$ cat src/ebp_pkg.sv
// Shared types and constants for the eight-to-seven bit packer.
`default_nettype none

package ebp_pkg;

   localparam int GroupLen = 7;
   localparam int LowWidth = 7;
   localparam int CountWidth = 3;

   localparam logic [LowWidth-1:0] FirstTopBit = 7'h40;

   typedef struct packed {
      logic [7:0] data_byte;
      logic       end_of_payload;
   } req_type;

   typedef struct packed {
      logic [LowWidth-1:0] out_byte;
      logic                is_header;
      logic                last_of_run;
   } rsp_type;

   // One finished group as handed from the collector to the emitter.
   typedef struct packed {
      logic [LowWidth-1:0]                header;
      logic [GroupLen-1:0][LowWidth-1:0]  low_bytes;
      logic [CountWidth-1:0]              count;
   } group_type;

endpackage

`default_nettype wire

$ cat src/ebp_collect.sv
// Group collector: gathers top bits and low bits of incoming bytes.
`default_nettype none

module ebp_collect
   import ebp_pkg::*;
(
   input  wire logic      clock,
   input  wire logic      reset,
   input  wire logic      req_valid,
   output logic           req_stall,
   input  wire req_type   req_data,
   input  wire logic      emit_free,
   output logic           group_valid,
   output group_type      group_data
);

   logic [CountWidth-1:0]              fill_ff, fill_in;
   logic [LowWidth-1:0]                top_ff, top_in;
   logic [GroupLen-1:0][LowWidth-1:0]  buf_ff;
   logic [CountWidth-1:0]              idx;
   logic [LowWidth-1:0]                top_base;
   logic                               closing;
   logic                               accept;

   always_comb begin
      // A fill count of seven cannot occur; it is handled as a group start.
      idx = (fill_ff == CountWidth'(GroupLen)) ? '0 : fill_ff;
      closing = (idx == CountWidth'(GroupLen - 1)) || req_data.end_of_payload;
      req_stall = closing && !emit_free;
      accept = req_valid && !req_stall;

      top_base = (idx == '0) ? '0 : top_ff;
      top_in = top_base | (req_data.data_byte[7] ? (FirstTopBit >> idx) : '0);

      group_data.header = top_in;
      for (int i = 0; i < GroupLen; i++) begin
         group_data.low_bytes[i] = (idx == CountWidth'(i)) ?
                                   req_data.data_byte[LowWidth-1:0] : buf_ff[i];
      end
      group_data.count = idx + CountWidth'(1);
      group_valid = accept && closing;

      fill_in = closing ? '0 : idx + CountWidth'(1);
   end

   always_ff @(posedge clock) begin
      if (reset) begin
         fill_ff <= '0;
         top_ff <= '0;
      end else if (accept) begin
         fill_ff <= fill_in;
         top_ff <= top_in;
      end
   end

   always_ff @(posedge clock) begin
      if (accept) begin
         buf_ff[idx] <= req_data.data_byte[LowWidth-1:0];
      end
   end

   a_fill_range: assert property (@(posedge clock) disable iff (reset)
      fill_ff != CountWidth'(GroupLen))
      else $error("fill count reached the group length");

   a_close_clears: assert property (@(posedge clock) disable iff (reset)
      group_valid |=> (fill_ff == '0))
      else $error("fill count not cleared after a group was handed off");

   a_handoff_free: assert property (@(posedge clock) disable iff (reset)
      group_valid |-> emit_free)
      else $error("group handed off while the emitter was busy");

endmodule

`default_nettype wire

$ cat src/ebp_emit.sv
// Group emitter: holds one finished group and sends it out one byte per cycle while rsp_stall is low.
`default_nettype none

module ebp_emit
   import ebp_pkg::*;
(
   input  wire logic      clock,
   input  wire logic      reset,
   input  wire logic      group_valid,
   input  wire group_type group_data,
   output logic           emit_free,
   output logic           rsp_valid,
   input  wire logic      rsp_stall,
   output rsp_type        rsp_data
);

   logic                  busy_ff;
   logic [CountWidth-1:0] pos_ff;
   group_type             grp_ff;
   logic                  take;
   logic                  last;

   always_comb begin
      last = (pos_ff == grp_ff.count);
      take = busy_ff && !rsp_stall;
      emit_free = !busy_ff || (take && last);

      rsp_valid = busy_ff;
      rsp_data.is_header = (pos_ff == '0);
      rsp_data.last_of_run = last;
      rsp_data.out_byte = (pos_ff == '0) ? grp_ff.header :
                          grp_ff.low_bytes[pos_ff - CountWidth'(1)];
   end

   always_ff @(posedge clock) begin
      if (reset) begin
         busy_ff <= 1'b0;
         pos_ff <= '0;
      end else if (group_valid) begin
         busy_ff <= 1'b1;
         pos_ff <= '0;
      end else if (take) begin
         busy_ff <= !last;
         pos_ff <= pos_ff + CountWidth'(1);
      end
   end

   always_ff @(posedge clock) begin
      if (group_valid) begin
         grp_ff <= group_data;
      end
   end

   a_pos_bound: assert property (@(posedge clock) disable iff (reset)
      busy_ff |-> (pos_ff <= grp_ff.count))
      else $error("byte position ran past the end of the group");

   a_count_nonzero: assert property (@(posedge clock) disable iff (reset)
      busy_ff |-> (grp_ff.count != '0))
      else $error("busy emitter holds an empty group");

   a_done_idle: assert property (@(posedge clock) disable iff (reset)
      (take && last && !group_valid) |=> !busy_ff)
      else $error("emitter stayed busy after its last byte");

endmodule

`default_nettype wire

$ cat src/eight_to_seven_bit_packer.sv
// Top level of the eight-to-seven bit packer.
//
// The packer takes payload bytes on the req_ channel, one item per accepted
// handshake, and returns seven-bit bytes on the rsp_ channel. Every run of up
// to seven input bytes becomes a header item carrying their top bits (bit 6
// for the first byte of the group) followed by one item per byte with its low
// seven bits. A group is closed by its seventh byte or by a byte with
// end_of_payload set; last_of_run marks the final item of each group.
// A byte that does not close a group is absorbed into the collector and
// produces no output. A closing byte hands the whole group to the emitter,
// and its header appears on rsp_ in the cycle after acceptance. The emitter
// sends one item per cycle while rsp_stall is low; a group of n bytes gives
// n + 1 items, and input items are taken every cycle while they go out.
// Only a closing byte waits (req_stall high) until the emitter is idle or
// about to drain its last item.
// Reset clears the group fill count, the top bits and the emitter's busy
// flag. When the receiver holds rsp_stall, the current output item stays put
// and new bytes keep filling the next group.
`default_nettype none

module eight_to_seven_bit_packer
   import ebp_pkg::*;
(
   input  wire logic    clock,
   input  wire logic    reset,
   input  wire logic    req_valid,
   output logic         req_stall,
   input  wire req_type req_data,
   output logic         rsp_valid,
   input  wire logic    rsp_stall,
   output rsp_type      rsp_data
);

   // Handoff between the collector and the emitter.
   logic      emit_free;
   logic      group_valid;
   group_type group_data;

   // Collector: accumulates the current group in registers.
   ebp_collect u_collect (
      .clock       (clock),
      .reset       (reset),
      .req_valid   (req_valid),
      .req_stall   (req_stall),
      .req_data    (req_data),
      .emit_free   (emit_free),
      .group_valid (group_valid),
      .group_data  (group_data)
   );

   // Emitter: holds one finished group and drives the result channel.
   ebp_emit u_emit (
      .clock       (clock),
      .reset       (reset),
      .group_valid (group_valid),
      .group_data  (group_data),
      .emit_free   (emit_free),
      .rsp_valid   (rsp_valid),
      .rsp_stall   (rsp_stall),
      .rsp_data    (rsp_data)
   );

endmodule

`default_nettype wire

$ cat config.mk
export PLATFORM = sky130hd
export DESIGN_NAME = eight_to_seven_bit_packer
export DESIGN_NICKNAME = d
export VERILOG_FILES = /design/src/ebp_pkg.sv /design/src/ebp_collect.sv /design/src/ebp_emit.sv /design/src/eight_to_seven_bit_packer.sv
export SDC_FILE = /design/constraint.sdc
export NUM_CORES = 1
export LEC_CHECK = 0
export BUFFER_PORTS_ARGS = -buffer_cell sky130_fd_sc_hd__buf_4
export CORE_UTILIZATION = 50
export CTS_BUF_LIST = sky130_fd_sc_hd__clkbuf_4
export CTS_CLUSTER_SIZE = 24
export DETAILED_ROUTE_END_ITERATION = 8
export PLACE_DENSITY = 0.78
export SYNTH_ARGS = -nofsm -noshare
export SYNTH_HDL_FRONTEND = slang
export SYNTH_SLANG_ARGS = --single-unit
$ cat constraint.sdc
create_clock -name clock -period 8.5 [get_ports clock]
set_input_delay 1.7 -clock clock [delete_from_list [all_inputs] [get_ports clock]]
set_output_delay 1.7 -clock clock [all_outputs]
set_load 0.05 [all_outputs]
Word level (Yosys, flattened, before mapping)

Cells that the tools add are included.
W data, S select, Z words.

Register bits after elaboration: 122
Input port bits: 13
Output and inout port bits: 11
Word-level logic and storage cells: 72

Add/subtract/negate cells: 3
Magnitude comparators: 3
Equal/unequal tests: 8
Shift-type cells: 1
Multiplexer cells: 19
Bitwise logic cells: 1
Reduce and logical (&&, ||, !) cells: 17

Operators by type and width:

| cell                  | count |
|---|---|
| $mux W7               | 12 |
| $bwmux W49            | 1 |
| $bmux W7 S3           | 1 |
| $demux W7 S3          | 1 |
| $eq A3 B3 Y1 const B  | 4 |
| $lt A3 B4 Y1 const B  | 2 |
| $or A7 B7 Y7          | 1 |
| $shr A7 B3 Y7 const A | 1 |
| $add A3 B1 Y3 const B | 2 |
| $eq A3 B2 Y1 const B  | 2 |
| $logic_and A1 B1 Y1   | 6 |
| $logic_not A3 Y1      | 2 |
| $mux W3               | 2 |
| $logic_not A1 Y1      | 5 |
| $eq A3 B1 Y1 const B  | 1 |
| $eq A3 B3 Y1          | 1 |
| $ge A3 B1 Y1 const B  | 1 |
| $sub A3 B1 Y3 const B | 1 |
| $logic_or A1 B1 Y1    | 2 |
| $mux W1               | 2 |
| $reduce_bool A2 Y1    | 1 |
| $reduce_or A2 Y1      | 1 |

Depth between registers and ports, before layout

Word-level depth: 10
Mapped depth: 9

By module

From an unflattened synthesis, not the netlist that was laid out.

Cells, all modules: 320
Area total of the unflattened synthesis: 5388.9 µm²

By module, submodules not included:

| module      | times used | cells an instance | area an instance (µm²) |
|---|---|---|---|
| ebp_collect | 1          | 184               | 2791.4 |
| ebp_emit    | 1          | 136               | 2597.5 |

Worst setup path after synthesis

OpenSTA, ideal clock, no wires.

Path type: input-to-reg
Start: in rsp_stall
End: reg u_emit.grp_ff[0] (netlist name), enable pin
Arrival: 4.944 ns
Data required time: 8.012 ns
Slack: 3.068 ns
Stages on the path: 2
Buffers on the path: 0
Cells stage by stage: o41ai_4 -> nor2b_1

Longest elaborated chain between the ends: 9

RTL lines:

| element               | RTL line                        | text |
|---|---|---|
| start, declared       | eight_to_seven_bit_packer.sv:30 | `input wire logic rsp_stall,` |
| $logic_not A1 Y1      | ebp_emit.sv:25                  | `take = busy_ff && !rsp_stall;` |
| $logic_and A1 B1 Y1   | ebp_emit.sv:25                  |  |
| $logic_and A1 B1 Y1   | ebp_emit.sv:26                  | `emit_free = !busy_ff \|\| (take && last);` |
| $logic_or A1 B1 Y1    | ebp_emit.sv:26                  |  |
| $logic_not A1 Y1      | ebp_collect.sv:29               | `req_stall = closing && !emit_free;` |
| $logic_and A1 B1 Y1   | ebp_collect.sv:29               |  |
| $logic_not A1 Y1      | ebp_collect.sv:30               | `accept = req_valid && !req_stall;` |
| $logic_and A1 B1 Y1   | ebp_collect.sv:30               |  |
| $logic_and A1 B1 Y1   | ebp_collect.sv:41               | `group_valid = accept && closing;` |
| named net group_valid | eight_to_seven_bit_packer.sv:36 | `logic group_valid;` |
| end signal, assigned  | ebp_emit.sv:50                  | `grp_ff <= group_data;` |
| end, declared         | ebp_emit.sv:19                  | `group_type grp_ff;` |

The timed path passes the listed nets, and every way through them passes these cells.
A chain may end at the register's enable or synchronous reset.

==> results.py <==
metrics = {
    "routing": {
        "ant_nets": 0,
        "wirelength_mm": 9.88,
        "viasPerCell": 5.70,
        "drt-initial-drc-count": 160,
        "wl_per_cell_um": 19.0,
        "dr.pass1.iters": 5,
        "drc_errors": 0,
        "vias": 2970,
    },
    "synthesis": {
        "synth_top_cell_by_area": "edfxtp_1",
        "syn_avg_cell_area_um2": 15.3,
        "ys_top_cells_by_area": "edfxtp_1 62%, mux2_2 9.3%, dfxtp_1 5.4%, nand2_1 3.5%, mux4_2 3.0%",
        "synth.top_cell.area_share": 0.623,
        "yosysWarnings": 0,
        "ys_types": 37,
        "syn_area_mm2": 0.00520,
        "synth_nets": 360,
        "synth_edf_count": 108,
        "yosys_most_used_dff": "edfxtp_1",
        "async_flop_share": 0,
        "ys_seq_elements": 122,
        "seq_area_frac_synth": 0.677,
        "syn_inst": 340,
    },
    "hold_path": {
        "hold_path_end": "u_collect.top_ff[1]",
        "hold_path_depth": 2,
        "timing.hold.worst.class": "reg -> reg",
        "min_from": "u_collect.top_ff[1]",
    },
    "finish": {
        "stdcell_count": 521,
        "final_layout_size_suffix_gt1_frac": 0.296,
        "layout.nets": 395,
        "syn_to_final_growth_pct": 12.1,
        "antenna_cells": 0,
    },
    "power_and_ir_drop": {
        "p_leak_nw": 2.06,
        "ir_drop_uv": 117,
        "power_density_mw_per_mm2": 206,
        "p_sw_frac": 0.225,
        "power_frac_comb": 0.070,
        "clkPwrFrac": 0.367,
        "seqPwrFrac": 0.563,
        "p_int_w": 0.000931,
        "p_sw_w": 0.000270,
    },
    "global_route": {
        "grt_pass1_wl_mm": 15.5,
        "antenna_found_initial": 0,
        "gr-total-overflow": 0,
        "first_global_vias": 2866,
        "grtUsageTotal": 0.192,
        "grt_start_max_net_pins": 63,
    },
    "clocking": {
        "cts_buffers": 17,
        "clock-sinks": 122,
        "hold_buffers": 0,
        "cts_tree": "built",
        "clk_latency_ns": 0.50,
        "cts_root_buffer": "clkbuf_4",
        "clockBufferDepth": 2,
        "h-tree-depth": 4,
        "post_cts_buffers": 0,
        "path_clk_slew_ns": 0.10,
        "cts_resized": 0,
    },
    "worst_setup_path": {
        "r2r-end": "u_emit.grp_ff[27]",
        "arrival_ns": 4.12,
        "path_cells": "clkinv_1 > ha_1 > nor2b_1 > o2bb2ai_1 > mux2i_1 > o21ai_0 > buf_4",
        "critical_path_class": "reg -> out",
        "required_ns": 6.80,
        "start_kind": "register",
        "cp_top_family": "adder cells",
        "cpPeakStageDelay_ns": 0.99,
        "end_kind": "output port",
        "worstPathBufferInverterCount": 2,
        "reg2reg_slack_ns": 5.63,
        "r2r_cells": 4,
        "crit_slowest_cell": "ha_1",
        "critical_path.startpoint": "u_emit.pos_ff[0]",
        "r2r-start": "u_emit.pos_ff[0]",
        "crit_path_max_fanout": 16,
    },
    "timing": {
        "fin_worst_skew_ns": 0.0114,
        "setup_violations": 0,
        "period_share": 0.685,
        "maxSlewViolCount": 0,
        "max_freq_mhz": 172,
        "grt_setup_unrepaired": "no",
        "final.setup.tns_ns": 0,
        "setup_ws_ns": 2.68,
        "hold_viol_final": 0,
        "tightest_slew_ns": 1.14,
        "post-route-min-period_ns": 5.82,
        "slew_headroom": 0.240,
    },
    "placement": {
        "port_buffers": 23,
        "gp_congestion": 0.871,
        "pre_cts_slack_ns": 3.19,
        "dp.final_hpwl_mm": 6.39,
        "post-place-cells": 489,
    },
    "die": {
        "die_w_um": 104,
        "rows": 36,
        "die-area_mm2": 0.0108,
        "dieHeight_um": 104,
        "start_util": 0.525,
        "core_area_mm2": 0.00991,
        "io_pins": 24,
    },
    "run_status": {
        "outcome": "completed",
    },
    "run": {
        "cap_violations": 0,
    },
}
per-layer routing:
metal / vias up / GRT usage / wire length [um]
met1: 1477 / 0.255 / 4300
li1: 1377 / - / -
met2: 96 / 0.307 / 4890
met3: 20 / 0.0482 / 522
met4: 0 / 0.0714 / 160
met5: - / 0 / 0
sequential cells by signal, summed over array words and instances (netlist names):
register	count
u_emit.grp_ff	59
u_emit.pos_ff	3
u_collect.buf_ff	49
u_collect.top_ff	7
u_emit.rsp_valid	1
u_collect.fill_ff	3
layout by cell type (no fill, tap or decap), drive strengths merged:
cell type | netlist | routed
o21a | 1 | 1
o41ai | 1 | 1
a21oi | 2 | 2
bufinv | 0 | 4
or3 | 1 | 1
nor3 | 5 | 5
and2 | 1 | 1
mux2 | 43 | 43
xor2 | 5 | 5
a32oi | 1 | 1
inv | 8 | 8
o21ai | 16 | 16
buf | 7 | 29
edfxtp | 108 | 108
nand3 | 2 | 2
clkbuf | 6 | 18
and3b | 1 | 1
nand4 | 3 | 3
nor2 | 7 | 7
nand2 | 49 | 49
o32ai | 5 | 5
dfxtp | 14 | 14
clkinvlp | 0 | 3
xnor2 | 1 | 1
nor4 | 5 | 5
and2b | 1 | 1
o221a | 1 | 1
o2bb2ai | 7 | 7
mux4 | 7 | 7
clkinv | 2 | 9
ha | 7 | 7
a21o | 1 | 1
o31ai | 2 | 2
nor2b | 5 | 5
mux2i | 15 | 15
cells by family (layout without fill, tap and decap cells):
| group | count (synthesis) | after routing | share of synthesized area |
|---|---|---|---|
| simple gates | 80 | 80 | 0.0690 |
| xor+xnor | 6 | 6 | 0.0101 |
| compound gates | 37 | 37 | 0.0531 |
| mux | 65 | 65 | 0.152 |
| flops | 122 | 122 | 0.677 |
| buf+inv | 23 | 71 | 0.0216 |
| fa+ha+maj | 7 | 7 | 0.0168 |
synth_stat cells, drive strengths merged (6+ instances only):
cell type,count
o21ai,16
mux4,7
nand2,49
mux2,43
buf,7
mux2i,15
inv,8
clkbuf,6
nor2,7
ha,7
edfxtp,108
dfxtp,14
o2bb2ai,7
cell type report:
| class | instances | area, um^2 |
|---|---|---|
| fill | 746 | 4080 |
| sequential | 122 | 3520 |
| multi-input combinational | 195 | 1580 |
| timing repair buffer | 29 | 218 |
| clock inverter | 14 | 179 |
| tap | 133 | 166 |
| clock buffer | 18 | 135 |
| inverter | 10 | 37.5 |
worst min-delay path, delay by kind of cell (launching register included):
family,cells,cell delay [ns]
AOI/OAI and AO/OA,1,0.07
DFF,1,0.33
and+or+nand+nor,1,0.06
power by group through the flow:
stage / sequential (W) / clock (W) / combinational [W]
3_3_place_gp: 0.000688 / 0 / 0.0000821
4_1_cts: 0.000676 / 0.000446 / 0.0000846
5_1_grt: 0.000677 / 0.000473 / 0.0000906
6_report: 0.000676 / 0.000441 / 0.0000842
2_1_floorplan: 0.000688 / 0 / 0.0000550
3_5_place_dp: 0.000689 / 0 / 0.0000843
metrics by stage:
stage | total power [W] | util | hold slack, ns | instance area [um^2]
finish | 0.00120 | 0.589 | 0.490 | 5830
global route | 0.00124 | 0.589 | 0.514 | 5830
CTS | 0.00121 | 0.589 | 0.485 | 5830
detailed placement | 0.000774 | 0.557 | 0.469 | 5520
global placement | 0.000770 | 0.557 | 0.445 | 5520
floorplan | 0.000743 | - | 0.435 | 5200
worst max-delay path by stage:
stage / end / slack (ns) / depth (start not counted)
floorplan: u_emit.grp_ff[0] / 3.07 / 2
global placement: rsp_data[3] / 3.25 / 7
detailed placement: rsp_data[4] / 3.19 / 7
CTS: rsp_data[4] / 2.61 / 7
global route: rsp_data[4] / 2.30 / 7
finish: rsp_data[3] / 2.68 / 7
Power figures use the tool's default switching activity.
